$ cat src/rtl/core/isl_pkg.sv
// ----------------------------------------------------------------------------
// isl_pkg
// shared field widths and command codes of the indexed list store
// ----------------------------------------------------------------------------
`default_nettype none

package isl_pkg;

  localparam int CMD_W       = 2;
  localparam int POS_W       = 5;
  localparam int FIELD_W     = 32;
  localparam int CNT_FIELD_W = 5;

  localparam logic [CMD_W-1:0] CMD_GET    = 2'd0;
  localparam logic [CMD_W-1:0] CMD_SET    = 2'd1;
  localparam logic [CMD_W-1:0] CMD_INSERT = 2'd2;
  localparam logic [CMD_W-1:0] CMD_REMOVE = 2'd3;

endpackage

`default_nettype wire

$ cat src/rtl/core/isl_mem.sv
// ----------------------------------------------------------------------------
// isl_mem
// entry memory, one write port and one registered read port
// ----------------------------------------------------------------------------
`default_nettype none

module isl_mem #(
  parameter int DEPTH = 16,
  parameter int WIDTH = 32,
  parameter int AW    = 4
) (
  input  wire logic             clk,
  input  wire logic             we,
  input  wire logic [AW-1:0]    waddr,
  input  wire logic [WIDTH-1:0] wdata,
  input  wire logic [AW-1:0]    raddr,
  output logic      [WIDTH-1:0] rdata
);

  logic [WIDTH-1:0] mem [DEPTH];

  always_ff @(posedge clk) begin
    if (we) begin
      mem[waddr] <= wdata;
    end
  end

  always_ff @(posedge clk) begin
    rdata <= mem[raddr];
  end

endmodule

`default_nettype wire

$ cat src/rtl/core/isl_ctrl.sv
// ----------------------------------------------------------------------------
// isl_ctrl
// command sequencer: range checks, entry shifting through the memory,
// count register and result register
// ----------------------------------------------------------------------------
`default_nettype none

module isl_ctrl #(
  parameter int CAPACITY   = 16,
  parameter int DATA_WIDTH = 32,
  parameter int AW         = 4,
  parameter int CW         = 5
) (
  input  wire logic                            clk,
  input  wire logic                            rst,
  input  wire logic                            in_valid,
  output logic                                 in_stall,
  input  wire logic [isl_pkg::CMD_W-1:0]       command,
  input  wire logic [isl_pkg::POS_W-1:0]       position,
  input  wire logic [isl_pkg::FIELD_W-1:0]     data_in,
  output logic                                 out_valid,
  input  wire logic                            out_stall,
  output logic      [isl_pkg::FIELD_W-1:0]     data_out,
  output logic                                 error,
  output logic      [isl_pkg::CNT_FIELD_W-1:0] count,
  output logic                                 mem_we,
  output logic      [AW-1:0]                   mem_waddr,
  output logic      [DATA_WIDTH-1:0]           mem_wdata,
  output logic      [AW-1:0]                   mem_raddr,
  input  wire logic [DATA_WIDTH-1:0]           mem_rdata
);

  import isl_pkg::*;

  localparam int PW = (CW > POS_W) ? CW : POS_W;

  localparam logic [1:0] S_IDLE = 2'd0;
  localparam logic [1:0] S_GRAB = 2'd1;
  localparam logic [1:0] S_MOVE = 2'd2;
  localparam logic [1:0] S_RESP = 2'd3;

  logic [1:0]            state;
  logic [CW-1:0]         cnt;
  logic [CW-1:0]         cnt_next;
  logic [CW-1:0]         moves_left;
  logic                  pend;
  logic                  up;
  logic [AW-1:0]         src;
  logic [AW-1:0]         dst;
  logic [CMD_W-1:0]      cmd_r;
  logic [AW-1:0]         pos_r;
  logic [DATA_WIDTH-1:0] word_r;
  logic [FIELD_W-1:0]    res_data;
  logic                  res_err;

  logic                  acc;
  logic                  out_load;
  logic [PW-1:0]         pos_ext;
  logic [PW-1:0]         cnt_ext;
  logic                  in_range;
  logic                  ins_ok;
  logic [63:0]           word_wide;
  logic [DATA_WIDTH-1:0] word_in;
  logic [63:0]           rd_wide;
  logic                  move_done;

  assign in_stall  = (state != S_IDLE);
  assign acc       = in_valid && !in_stall;
  assign out_load  = (state == S_RESP) && (!out_valid || !out_stall);
  assign pos_ext   = PW'(position);
  assign cnt_ext   = PW'(cnt);
  assign in_range  = pos_ext < cnt_ext;
  assign ins_ok    = (pos_ext <= cnt_ext) && (cnt != CW'(CAPACITY));
  assign word_wide = {32'b0, data_in};
  assign word_in   = word_wide[DATA_WIDTH-1:0];
  assign rd_wide   = 64'(mem_rdata);
  assign move_done = (state == S_MOVE) && (moves_left == '0) && !pend;

  always_comb begin
    cnt_next = cnt;
    if (!res_err) begin
      if (cmd_r == CMD_INSERT) begin
        cnt_next = cnt + CW'(1);
      end else if (cmd_r == CMD_REMOVE) begin
        cnt_next = cnt - CW'(1);
      end
    end
  end

  // memory access: direct set, shift moves, final insert write
  always_comb begin
    mem_we    = 1'b0;
    mem_waddr = dst;
    mem_wdata = mem_rdata;
    mem_raddr = (state == S_IDLE) ? pos_ext[AW-1:0] : src;
    if (acc && (command == CMD_SET) && in_range) begin
      mem_we    = 1'b1;
      mem_waddr = pos_ext[AW-1:0];
      mem_wdata = word_in;
    end else if ((state == S_MOVE) && pend) begin
      mem_we    = 1'b1;
      mem_waddr = dst;
      mem_wdata = mem_rdata;
    end else if (move_done && (cmd_r == CMD_INSERT)) begin
      mem_we    = 1'b1;
      mem_waddr = pos_r;
      mem_wdata = word_r;
    end
  end

  always_ff @(posedge clk) begin
    if (rst) begin
      state     <= S_IDLE;
      cnt       <= '0;
      pend      <= 1'b0;
      out_valid <= 1'b0;
    end else begin
      if (out_valid && !out_stall && !out_load) begin
        out_valid <= 1'b0;
      end
      unique case (state)
        S_IDLE: begin
          if (acc) begin
            cmd_r    <= command;
            pos_r    <= pos_ext[AW-1:0];
            word_r   <= word_in;
            res_data <= '0;
            pend     <= 1'b0;
            unique case (command)
              CMD_GET: begin
                res_err <= !in_range;
                state   <= in_range ? S_GRAB : S_RESP;
              end
              CMD_SET: begin
                res_err <= !in_range;
                state   <= S_RESP;
              end
              CMD_INSERT: begin
                res_err    <= !ins_ok;
                moves_left <= CW'(cnt_ext - pos_ext);
                src        <= AW'(cnt_ext - PW'(1));
                dst        <= cnt_ext[AW-1:0];
                up         <= 1'b1;
                state      <= ins_ok ? S_MOVE : S_RESP;
              end
              CMD_REMOVE: begin
                res_err    <= !in_range;
                moves_left <= CW'(cnt_ext - pos_ext - PW'(1));
                src        <= AW'(pos_ext + PW'(1));
                dst        <= pos_ext[AW-1:0];
                up         <= 1'b0;
                state      <= in_range ? S_GRAB : S_RESP;
              end
            endcase
          end
        end
        S_GRAB: begin
          res_data <= rd_wide[FIELD_W-1:0];
          state    <= (cmd_r == CMD_GET) ? S_RESP : S_MOVE;
        end
        S_MOVE: begin
          if (moves_left != '0) begin
            src        <= up ? src - AW'(1) : src + AW'(1);
            moves_left <= moves_left - CW'(1);
            pend       <= 1'b1;
          end else begin
            pend <= 1'b0;
          end
          if (pend) begin
            dst <= up ? dst - AW'(1) : dst + AW'(1);
          end
          if (move_done) begin
            state <= S_RESP;
          end
        end
        S_RESP: begin
          if (out_load) begin
            cnt       <= cnt_next;
            data_out  <= res_data;
            error     <= res_err;
            count     <= CNT_FIELD_W'(cnt_next);
            out_valid <= 1'b1;
            state     <= S_IDLE;
          end
        end
      endcase
    end
  end

  a_cnt_bound: assert property (@(posedge clk) disable iff (rst)
    cnt <= CW'(CAPACITY))
    else $error("entry count above capacity");

  a_move_addr: assert property (@(posedge clk) disable iff (rst)
    (mem_we && (state == S_MOVE)) |-> (PW'(mem_waddr) <= cnt_ext))
    else $error("shift write beyond list end");

  a_err_keeps_cnt: assert property (@(posedge clk) disable iff (rst)
    (out_load && res_err) |=> (cnt == $past(cnt)))
    else $error("error result changed count");

  a_pend_in_move: assert property (@(posedge clk) disable iff (rst)
    pend |-> (state == S_MOVE))
    else $error("pending shift write outside move phase");

endmodule

`default_nettype wire

$ cat src/rtl/core/indexed_list_store.sv
// ----------------------------------------------------------------------------
// indexed_list_store
// ordered list of data words addressed by position, with get, set,
// insert and remove commands
// ----------------------------------------------------------------------------
// input channel: command, position and data_in move on a transfer
// (in_valid high, in_stall low). output channel: data_out, error and count,
// one result per command, moved on a transfer (out_valid high, out_stall low).
// one command is worked at a time; in_stall is high while it runs.
// set and error cases go straight to the result; get first reads the entry;
// insert shifts the entries from the position up and then writes the word;
// remove reads the entry, then shifts the entries above it down. each shifted
// entry (up to CAPACITY-1) is a read-and-write-back pass through the single
// entry memory. a finished result sits in the output register; a new command
// is accepted meanwhile, and its result waits while out_stall is high.
// reset clears the count and the output valid; entry contents are unknown
// until written, and no command reads an entry at or beyond the count.
// ----------------------------------------------------------------------------
`default_nettype none

module indexed_list_store #(
  parameter int CAPACITY   = 16,
  parameter int DATA_WIDTH = 32
) (
  input  wire logic                            clk,
  input  wire logic                            rst,
  input  wire logic                            in_valid,
  output logic                                 in_stall,
  input  wire logic [isl_pkg::CMD_W-1:0]       command,
  input  wire logic [isl_pkg::POS_W-1:0]       position,
  input  wire logic [isl_pkg::FIELD_W-1:0]     data_in,
  output logic                                 out_valid,
  input  wire logic                            out_stall,
  output logic      [isl_pkg::FIELD_W-1:0]     data_out,
  output logic                                 error,
  output logic      [isl_pkg::CNT_FIELD_W-1:0] count
);

  import isl_pkg::*;

  localparam int AW = $clog2(CAPACITY);
  localparam int CW = $clog2(CAPACITY + 1);

  logic                  mem_we;
  logic [AW-1:0]         mem_waddr;
  logic [DATA_WIDTH-1:0] mem_wdata;
  logic [AW-1:0]         mem_raddr;
  logic [DATA_WIDTH-1:0] mem_rdata;

  isl_ctrl #(
    .CAPACITY   (CAPACITY),
    .DATA_WIDTH (DATA_WIDTH),
    .AW         (AW),
    .CW         (CW)
  ) u_ctrl (
    .clk       (clk),
    .rst       (rst),
    .in_valid  (in_valid),
    .in_stall  (in_stall),
    .command   (command),
    .position  (position),
    .data_in   (data_in),
    .out_valid (out_valid),
    .out_stall (out_stall),
    .data_out  (data_out),
    .error     (error),
    .count     (count),
    .mem_we    (mem_we),
    .mem_waddr (mem_waddr),
    .mem_wdata (mem_wdata),
    .mem_raddr (mem_raddr),
    .mem_rdata (mem_rdata)
  );

  isl_mem #(
    .DEPTH (CAPACITY),
    .WIDTH (DATA_WIDTH),
    .AW    (AW)
  ) u_mem (
    .clk   (clk),
    .we    (mem_we),
    .waddr (mem_waddr),
    .wdata (mem_wdata),
    .raddr (mem_raddr),
    .rdata (mem_rdata)
  );

endmodule

`default_nettype wire
$ cat config.mk
export PLATFORM = sky130hd
export DESIGN_NAME = indexed_list_store
export DESIGN_NICKNAME = d
export VERILOG_FILES = /design/src/rtl/core/isl_pkg.sv /design/src/rtl/core/isl_mem.sv /design/src/rtl/core/isl_ctrl.sv /design/src/rtl/core/indexed_list_store.sv
export SDC_FILE = /design/constraint.sdc
export NUM_CORES = 1
export LEC_CHECK = 0
export BUFFER_PORTS_ARGS = -buffer_cell sky130_fd_sc_hd__buf_2
export CAP_MARGIN = 15
export CORE_MARGIN = 1.5
export CORE_UTILIZATION = 66
export CTS_CLUSTER_SIZE = 12
export DETAILED_ROUTE_END_ITERATION = 12
export PLACE_DENSITY = 0.93
export SLEW_MARGIN = 20
export SYNTH_ARGS = -nofsm -noshare
export SYNTH_HDL_FRONTEND = slang
export SYNTH_HIERARCHICAL = 1
export SYNTH_SLANG_ARGS = --single-unit
$ cat constraint.sdc
create_clock -name clk -period 11.3 [get_ports clk]
set_input_delay 0.565 -clock clk [delete_from_list [all_inputs] [get_ports clk]]
set_output_delay 0.565 -clock clk [all_outputs]
set_load 0.03 [all_outputs]
---- After elaboration in Yosys (flattened, before gate mapping) ----
Memory sizes are Yosys's and may differ from the RTL's. A register that Yosys moved wholly into a read port is not among the register bits.
Cells that the tools add are included.
storage, ports and cells
  word-level logic and storage cells ...... 131
  memories ................................ 1
  output and inout port bits .............. 40
  input bits .............................. 43
  memory bits (writable) .................. 512
  register bits ........................... 132
operators by class
  equal/unequal tests ..................... 15
  bitwise operators ....................... 1
  $lt $le $gt $ge ......................... 2
  muxes and demuxes ....................... 47
  reductions and logical operators ........ 39
  add/subtract/negate cells ............... 10
memory list
  memory     depth  bits a word  rd ports  clocked after Yosys merged registers in  wr ports  RTL line       source
  u_mem.mem  16     32           1         1                                        1         isl_mem.sv:20  logic [WIDTH-1:0] mem [DEPTH];
operators with widths
  kind                   number
  $mux W32               4
  $pmux W32 S2           1
  $mux W4                10
  $pmux W4 S2            4
  $mux W5                5
  $pmux W5 S2            2
  $sub A5 B1 Y5 const B  3
  $add A4 B1 Y4 const B  3
  $eq A2 B2 Y1 const B   6
  $mux W1                12
  $reduce_and A3 Y1      4
  $logic_and A1 B1 Y1    11
  $reduce_and A5 Y1      2
  $mux W2                4
  $ne A2 B1 Y1 const B   4
  $pmux W2 S4            1
  $reduce_bool A2 Y1     4
  $sub A4 B1 Y4 const B  2
  $logic_not A1 Y1       7
  $logic_not A2 Y1       3
  $pmux W1 S2            3
  $pmux W2 S3            1
  $add A5 B1 Y5 const B  1
  $le A5 B5 Y1           1
  other kinds (14)       16

---- Depth between registers and ports, before layout ----
  depth after elaboration ................. 9
  depth in mapped cells ................... 10
  depth with buffers taken out ............ 9

---- By module ----
Netlist, hierarchy kept.
modules (own cells, without submodules)
  module    area each (sq um)  seq. area each (sq um)  times used  cells each
  isl_mem   19,854.0           16,015.4                1           838
  isl_ctrl  6,421.2            3,873.7                 1           507

---- Worst setup path before layout ----
Ideal clock, no wire load.
  kind .................................... input -> register
  start ................................... input position[3] (netlist name)
  end ..................................... memory u_mem.mem[0][0], enable pin
  buffers on the path ..................... 1
  cell stages on the path ................. 9
  setup time .............................. 0.461 ns
  data arrival time ....................... 4.723 ns
  required time ........................... 10.839 ns
  setup slack ............................. 6.116 ns
  cell sequence ........................... inv_1 -> ha_1 -> and3_1 -> and3_1 -> a211oi_4 -> buf_6 -> o21ai_1 -> or3b_2 -> nor3_1
on the way
  elaborated cells between the ends (all ways) .. 6
  classes of those cells .................. order compare (1); mux (4); reduce/logical (1)
RTL lines
  what                    RTL line                  source
  start, declared         indexed_list_store.sv:30  input wire logic [isl_pkg::POS_W-1:0] position,
  $lt A5 B5 Y1            isl_ctrl.sv:72            assign in_range = pos_ext < cnt_ext;
  $logic_and A1 B1 Y1     isl_ctrl.sv:96            if (acc && (command == CMD_SET) && in_range) begin
  $mux W4                 isl_ctrl.sv:96
  named net mem_waddr[2]  indexed_list_store.sv:45  logic [AW-1:0] mem_waddr;
  end, declared           isl_mem.sv:20
The timed path passes the listed nets, and every way through them passes these cells.

---- Final worst setup path ----
  start ................................... register u_ctrl.state[0]
  end ..................................... memory u_mem.mem[7][14], enable pin
on the way
  elaborated cells between the ends (all ways) .. 18
  classes of those cells .................. eq/ne (1); mux (8); reduce/logical (9)
RTL lines
  what                              RTL line                         source
  start, declared                   isl_ctrl.sv:42                   logic [1:0] state;
  start signal, assigned            isl_ctrl.sv:132                  state <= in_range ? S_GRAB : S_RESP;
  start signal, assigned            isl_ctrl.sv:144                  state <= ins_ok ? S_MOVE : S_RESP;
  start signal, assigned            isl_ctrl.sv:152                  state <= in_range ? S_GRAB : S_RESP;
  $eq A2 B2 Y1                      isl_ctrl.sv:77, isl_ctrl.sv:100
  $logic_and A1 B1 Y1 (2 in a row)  isl_ctrl.sv:77                   assign move_done = (state == S_MOVE) && (moves_left == '0) && !pend;
  $logic_and A1 B1 Y1               isl_ctrl.sv:104                  end else if (move_done && (cmd_r == CMD_INSERT)) begin
  $mux W4                           isl_ctrl.sv:104
  $mux W4                           isl_ctrl.sv:100                  end else if ((state == S_MOVE) && pend) begin
  $mux W4 *                         isl_ctrl.sv:96
  named net mem_waddr[1]            indexed_list_store.sv:45
The timed path passes the listed nets; every way through them passes the cells marked *.

==> key figures <==
Final layout
  – N_diodes: 0
  – Share of layout cells above drive strength 1: 25.0%
  – Fill cells: about 1900
  – Layout net count: around 1500
  – Area grow syn2layout: 12.9%

Clocking
  – CTS buffer count: between 60 and 70
  – H-tree levels: 3
  – Clk sinks: ~680
  – CTS tree: built
  – Latest clock arrival within the worst-skew pair: around 0.60 ns
  – Clk buf depth: 3
  – Postcts setup bufs: 0
  – Hold Buf Count CTS: 0
  – Resize count post-CTS: 0
  – Worst-path clk slew: 0.06 ns
  – Clk root buf: clkbuf_16

Die
  – Number of I/O pins: 83
  – Die X-Extent: just over 200 um
  – Die Height: 203 um
  – Row count: 72
  – Die area: 41000 sq um
  – Core area: 39000 sq um
  – Initial Util: about two thirds

Pwr
  – Internal: ~0.005 W
  – Logic gate share of total power: between 20% and 30%
  – Power per Cell Area: 247 nW/um^2
  – VDD IR-drop max: 136 uV
  – Switch share: 30.7%
  – Tot Pwr: roughly 0.0073 W
  – Clock Power Share: between 20% and 30%
  – Seq pwr share: about 45%
  – P_sw: 0.00225 W
  – Leak: about 10 nW

Placed design
  – Post-DP HPWL: between 30000 and 40000 um
  – Placement Setup Slack: 6.20 ns
  – Port Buffer Count: 82
  – Final RePlAce weighted congestion: 0.884

Route
  – DRT iter0 DRCs: a little over 2000
  – Post-route ant nets: 0
  – Vias per cell: around 7
  – Total Routed Length: ~67000 um
  – TritonRoute pass-1 iters: 5
  – Vias: 14300
  – DRC errors left: 0
  – DR WL/cell: 33.0 um

Logic synthesis
  – Area fraction of the dominant cell type after synthesis: 72.6%
  – Top post-synthesis cells by count: edfxtp_1 (635), mux4_2 (128), nand2_1 (90)
  – Sequential-to-total area share from yosys stat: 75.7%
  – Synth warn: 6
  – Post-Synthesis Cell Area: roughly 26000 sq um
  – Net Count, Synth: around 1400
  – Syn avg cell area: slightly below 20 sq um
  – Cell taking the most area after synthesis: edfxtp_1
  – Synth async-reset ratio: 0%
  – Synth cell types: 56
  – Number of synthesized flops with an enable pin: around 640
  – Cell count after synthesis: around 1300
  – Ys flop type: edfxtp_1
  – Synthesized flop and latch total: a little under 700
  – Top post-synthesis cells by area: edfxtp_1 (73%), mux4_2 (11%), dfxtp_1 (3.1%)
  – Count leader, synth: edfxtp_1

Run
  – Max cap viols: 0

STA
  – Final setup fails: 0
  – Skew final: ~0.026 ns
  – Final worst-path cycle share: 46.5%
  – Final Max Slew Viols: 0
  – Crit path time final: 5.26 ns
  – Actual slew at the worst max-slew pin: around 1.1 ns
  – Worst slew margin: a little under a quarter
  – Total Negative Setup Slacks: 0 ns
  – RSZ-0062 raised after global routing: no
  – Final hold violations: 0
  – Post-route setup slack: 6.04 ns
  – Fmax: 190 MHz

Critical path
  – Worst Path Required: between 10 and 15 ns
  – Worst setup EP type: flip-flop
  – Max Fanout on Critical Path: 36
  – Reg2Reg Setup Slack: 6.04 ns
  – Worst setup SP type: flip-flop
  – Worst EP arrival: roughly 5.5 ns
  – R2R cell count: 10
  – CP Class: flip-flop to flip-flop

Hold path
  – Hold depth: 1
  – Worst min-delay path category: primary input to flip-flop

Global route
  – First-pass GRT wire length: ~94000 um
  – Largest net degree at the start of global routing: around 80
  – Vias in the first global route: roughly 14000
  – Global route total overflow: 0
  – Antenna violations before repair: 0
  – GRT Total Usage: 32.0%

Run status
  – Status: finished, final reports clean
[layout make-up]
type	instances	area, sq um	share of cell area (%)
Timing Repair Buffer	118	903	3.04
Clock buffer	110	1900	6.40
Multi-Input combinational cell	583	6180	20.8
Clock inverter	9	76.3	0.257
Sequential cell	676	19900	67.0
Tap cell	518	648	2.18
Inverter	20	75.1	0.253
[metrics by stage]
stage | instance area (sq um) | cells | util, % | hold slack [ns]
6_report | 29700 | 2034 | 76.1 | 0.167
3_5_place_dp | 27400 | 1904 | 70.1 | 0.405
5_1_grt | 29700 | 2034 | 76.1 | 0.163
2_1_floorplan | 26300 | 1345 | - | 0.400
3_3_place_gp | 27300 | 1902 | 70.0 | 0.401
4_1_cts | 29300 | 2023 | 75.2 | 0.152
[kinds of logic (layout without fill, tap and decap cells)]
group	after synthesis	in the layout	synth area share, %
AOI/OAI and AO/OA	155	155	3.92
xor gates and xnor gates	27	27	0.900
adders and majority gates	28	28	1.42
buffers and inverters	86	257	1.69
DFF	676	676	75.7
muxes	171	171	12.6
and+or+nand+nor	202	202	3.76
[power by group through the flow]
stage	Clock (W)	Combinational (W)	Sequential, W
3_5_place_dp	0	0.00181	0.00333
6_report	0.00211	0.00194	0.00329
3_3_place_gp	0	0.00169	0.00332
2_1_floorplan	0	0.00131	0.00330
4_1_cts	0.00211	0.00188	0.00329
5_1_grt	0.00221	0.00204	0.00329
[flip-flops by register name (all words and copies together) (netlist names)]
signal / cells
u_ctrl/pend: 1
u_ctrl/data_out: 32
u_ctrl/res_data: 32
u_ctrl/moves_left: 5
u_ctrl/res_err: 1
u_ctrl/out_valid: 1
u_ctrl/pos_r: 4
u_mem/mem: 512
u_ctrl/cmd_r: 2
u_ctrl/error: 1
u_mem/rdata: 32
u_ctrl/word_r: 32
u_ctrl/up: 1
u_ctrl/count: 5
u_ctrl/dst: 4
u_ctrl/src: 4
u_ctrl/cnt: 5
u_ctrl/state: 2
[worst paths after layout]
kind | from | endpoint
setup reg to reg | u_ctrl/state[0]$_SDFFE_PP0P_ | u_mem/mem[7][14]$_DFFE_PP_
hold / removal | data_in[0] | u_ctrl/word_r[0]$_DFFE_PP_
hold reg to reg | u_ctrl/res_data[19]$_SDFFCE_PN0P_ | u_ctrl/data_out[19]$_DFFE_PP_
setup / recovery | u_ctrl/state[0]$_SDFFE_PP0P_ | u_mem/mem[7][14]$_DFFE_PP_
[cells in the final DEF, fill, tap and decap left out, types with 3 or more instances in the layout]
cell type and instances:
edfxtp_1 635, mux4_2 128, nand2_1 90, buf_2 82, clkbuf_16 69, a22oi_1 64, mux2i_1 41, dfxtp_1 41
clkbuf_1 39, and2_1 35, ha_1 25, nor2_1 24, buf_4 23, inv_1 19, o21ai_2 19, o21ai_1 18
a21oi_1 17, xor2_1 14, nor2_4 14, xnor2_1 13, o21ai_0 10, buf_16 8, nand3_1 6, clkinv_2 5
nand2b_1 5, buf_12 5, a21o_1 3, nor3_1 3, o211ai_1 3, fa_1 3, nor3_2 3
[critical path, stage by stage (launching register included)]
cell and delay, ns:
dfxtp_1 0.33, inv_1 0.10, ha_1 0.69, inv_2 0.25, nor4b_4 0.41, nand2_4 0.50
mux2i_1 0.28, o21ai_1 0.77, nand2_1 0.54, nor2_4 0.79, buf_16 0.24
[layer usage]
metal	vias to the layer above	wire [um]	track usage, %
met2	1254	34100	53.5
li1	5634	-	-
met4	0	3440	14.4
met1	7193	22500	41.9
met5	-	0	0
met3	244	7140	5.30
Note: power is estimated with default switching activity, not from simulation.
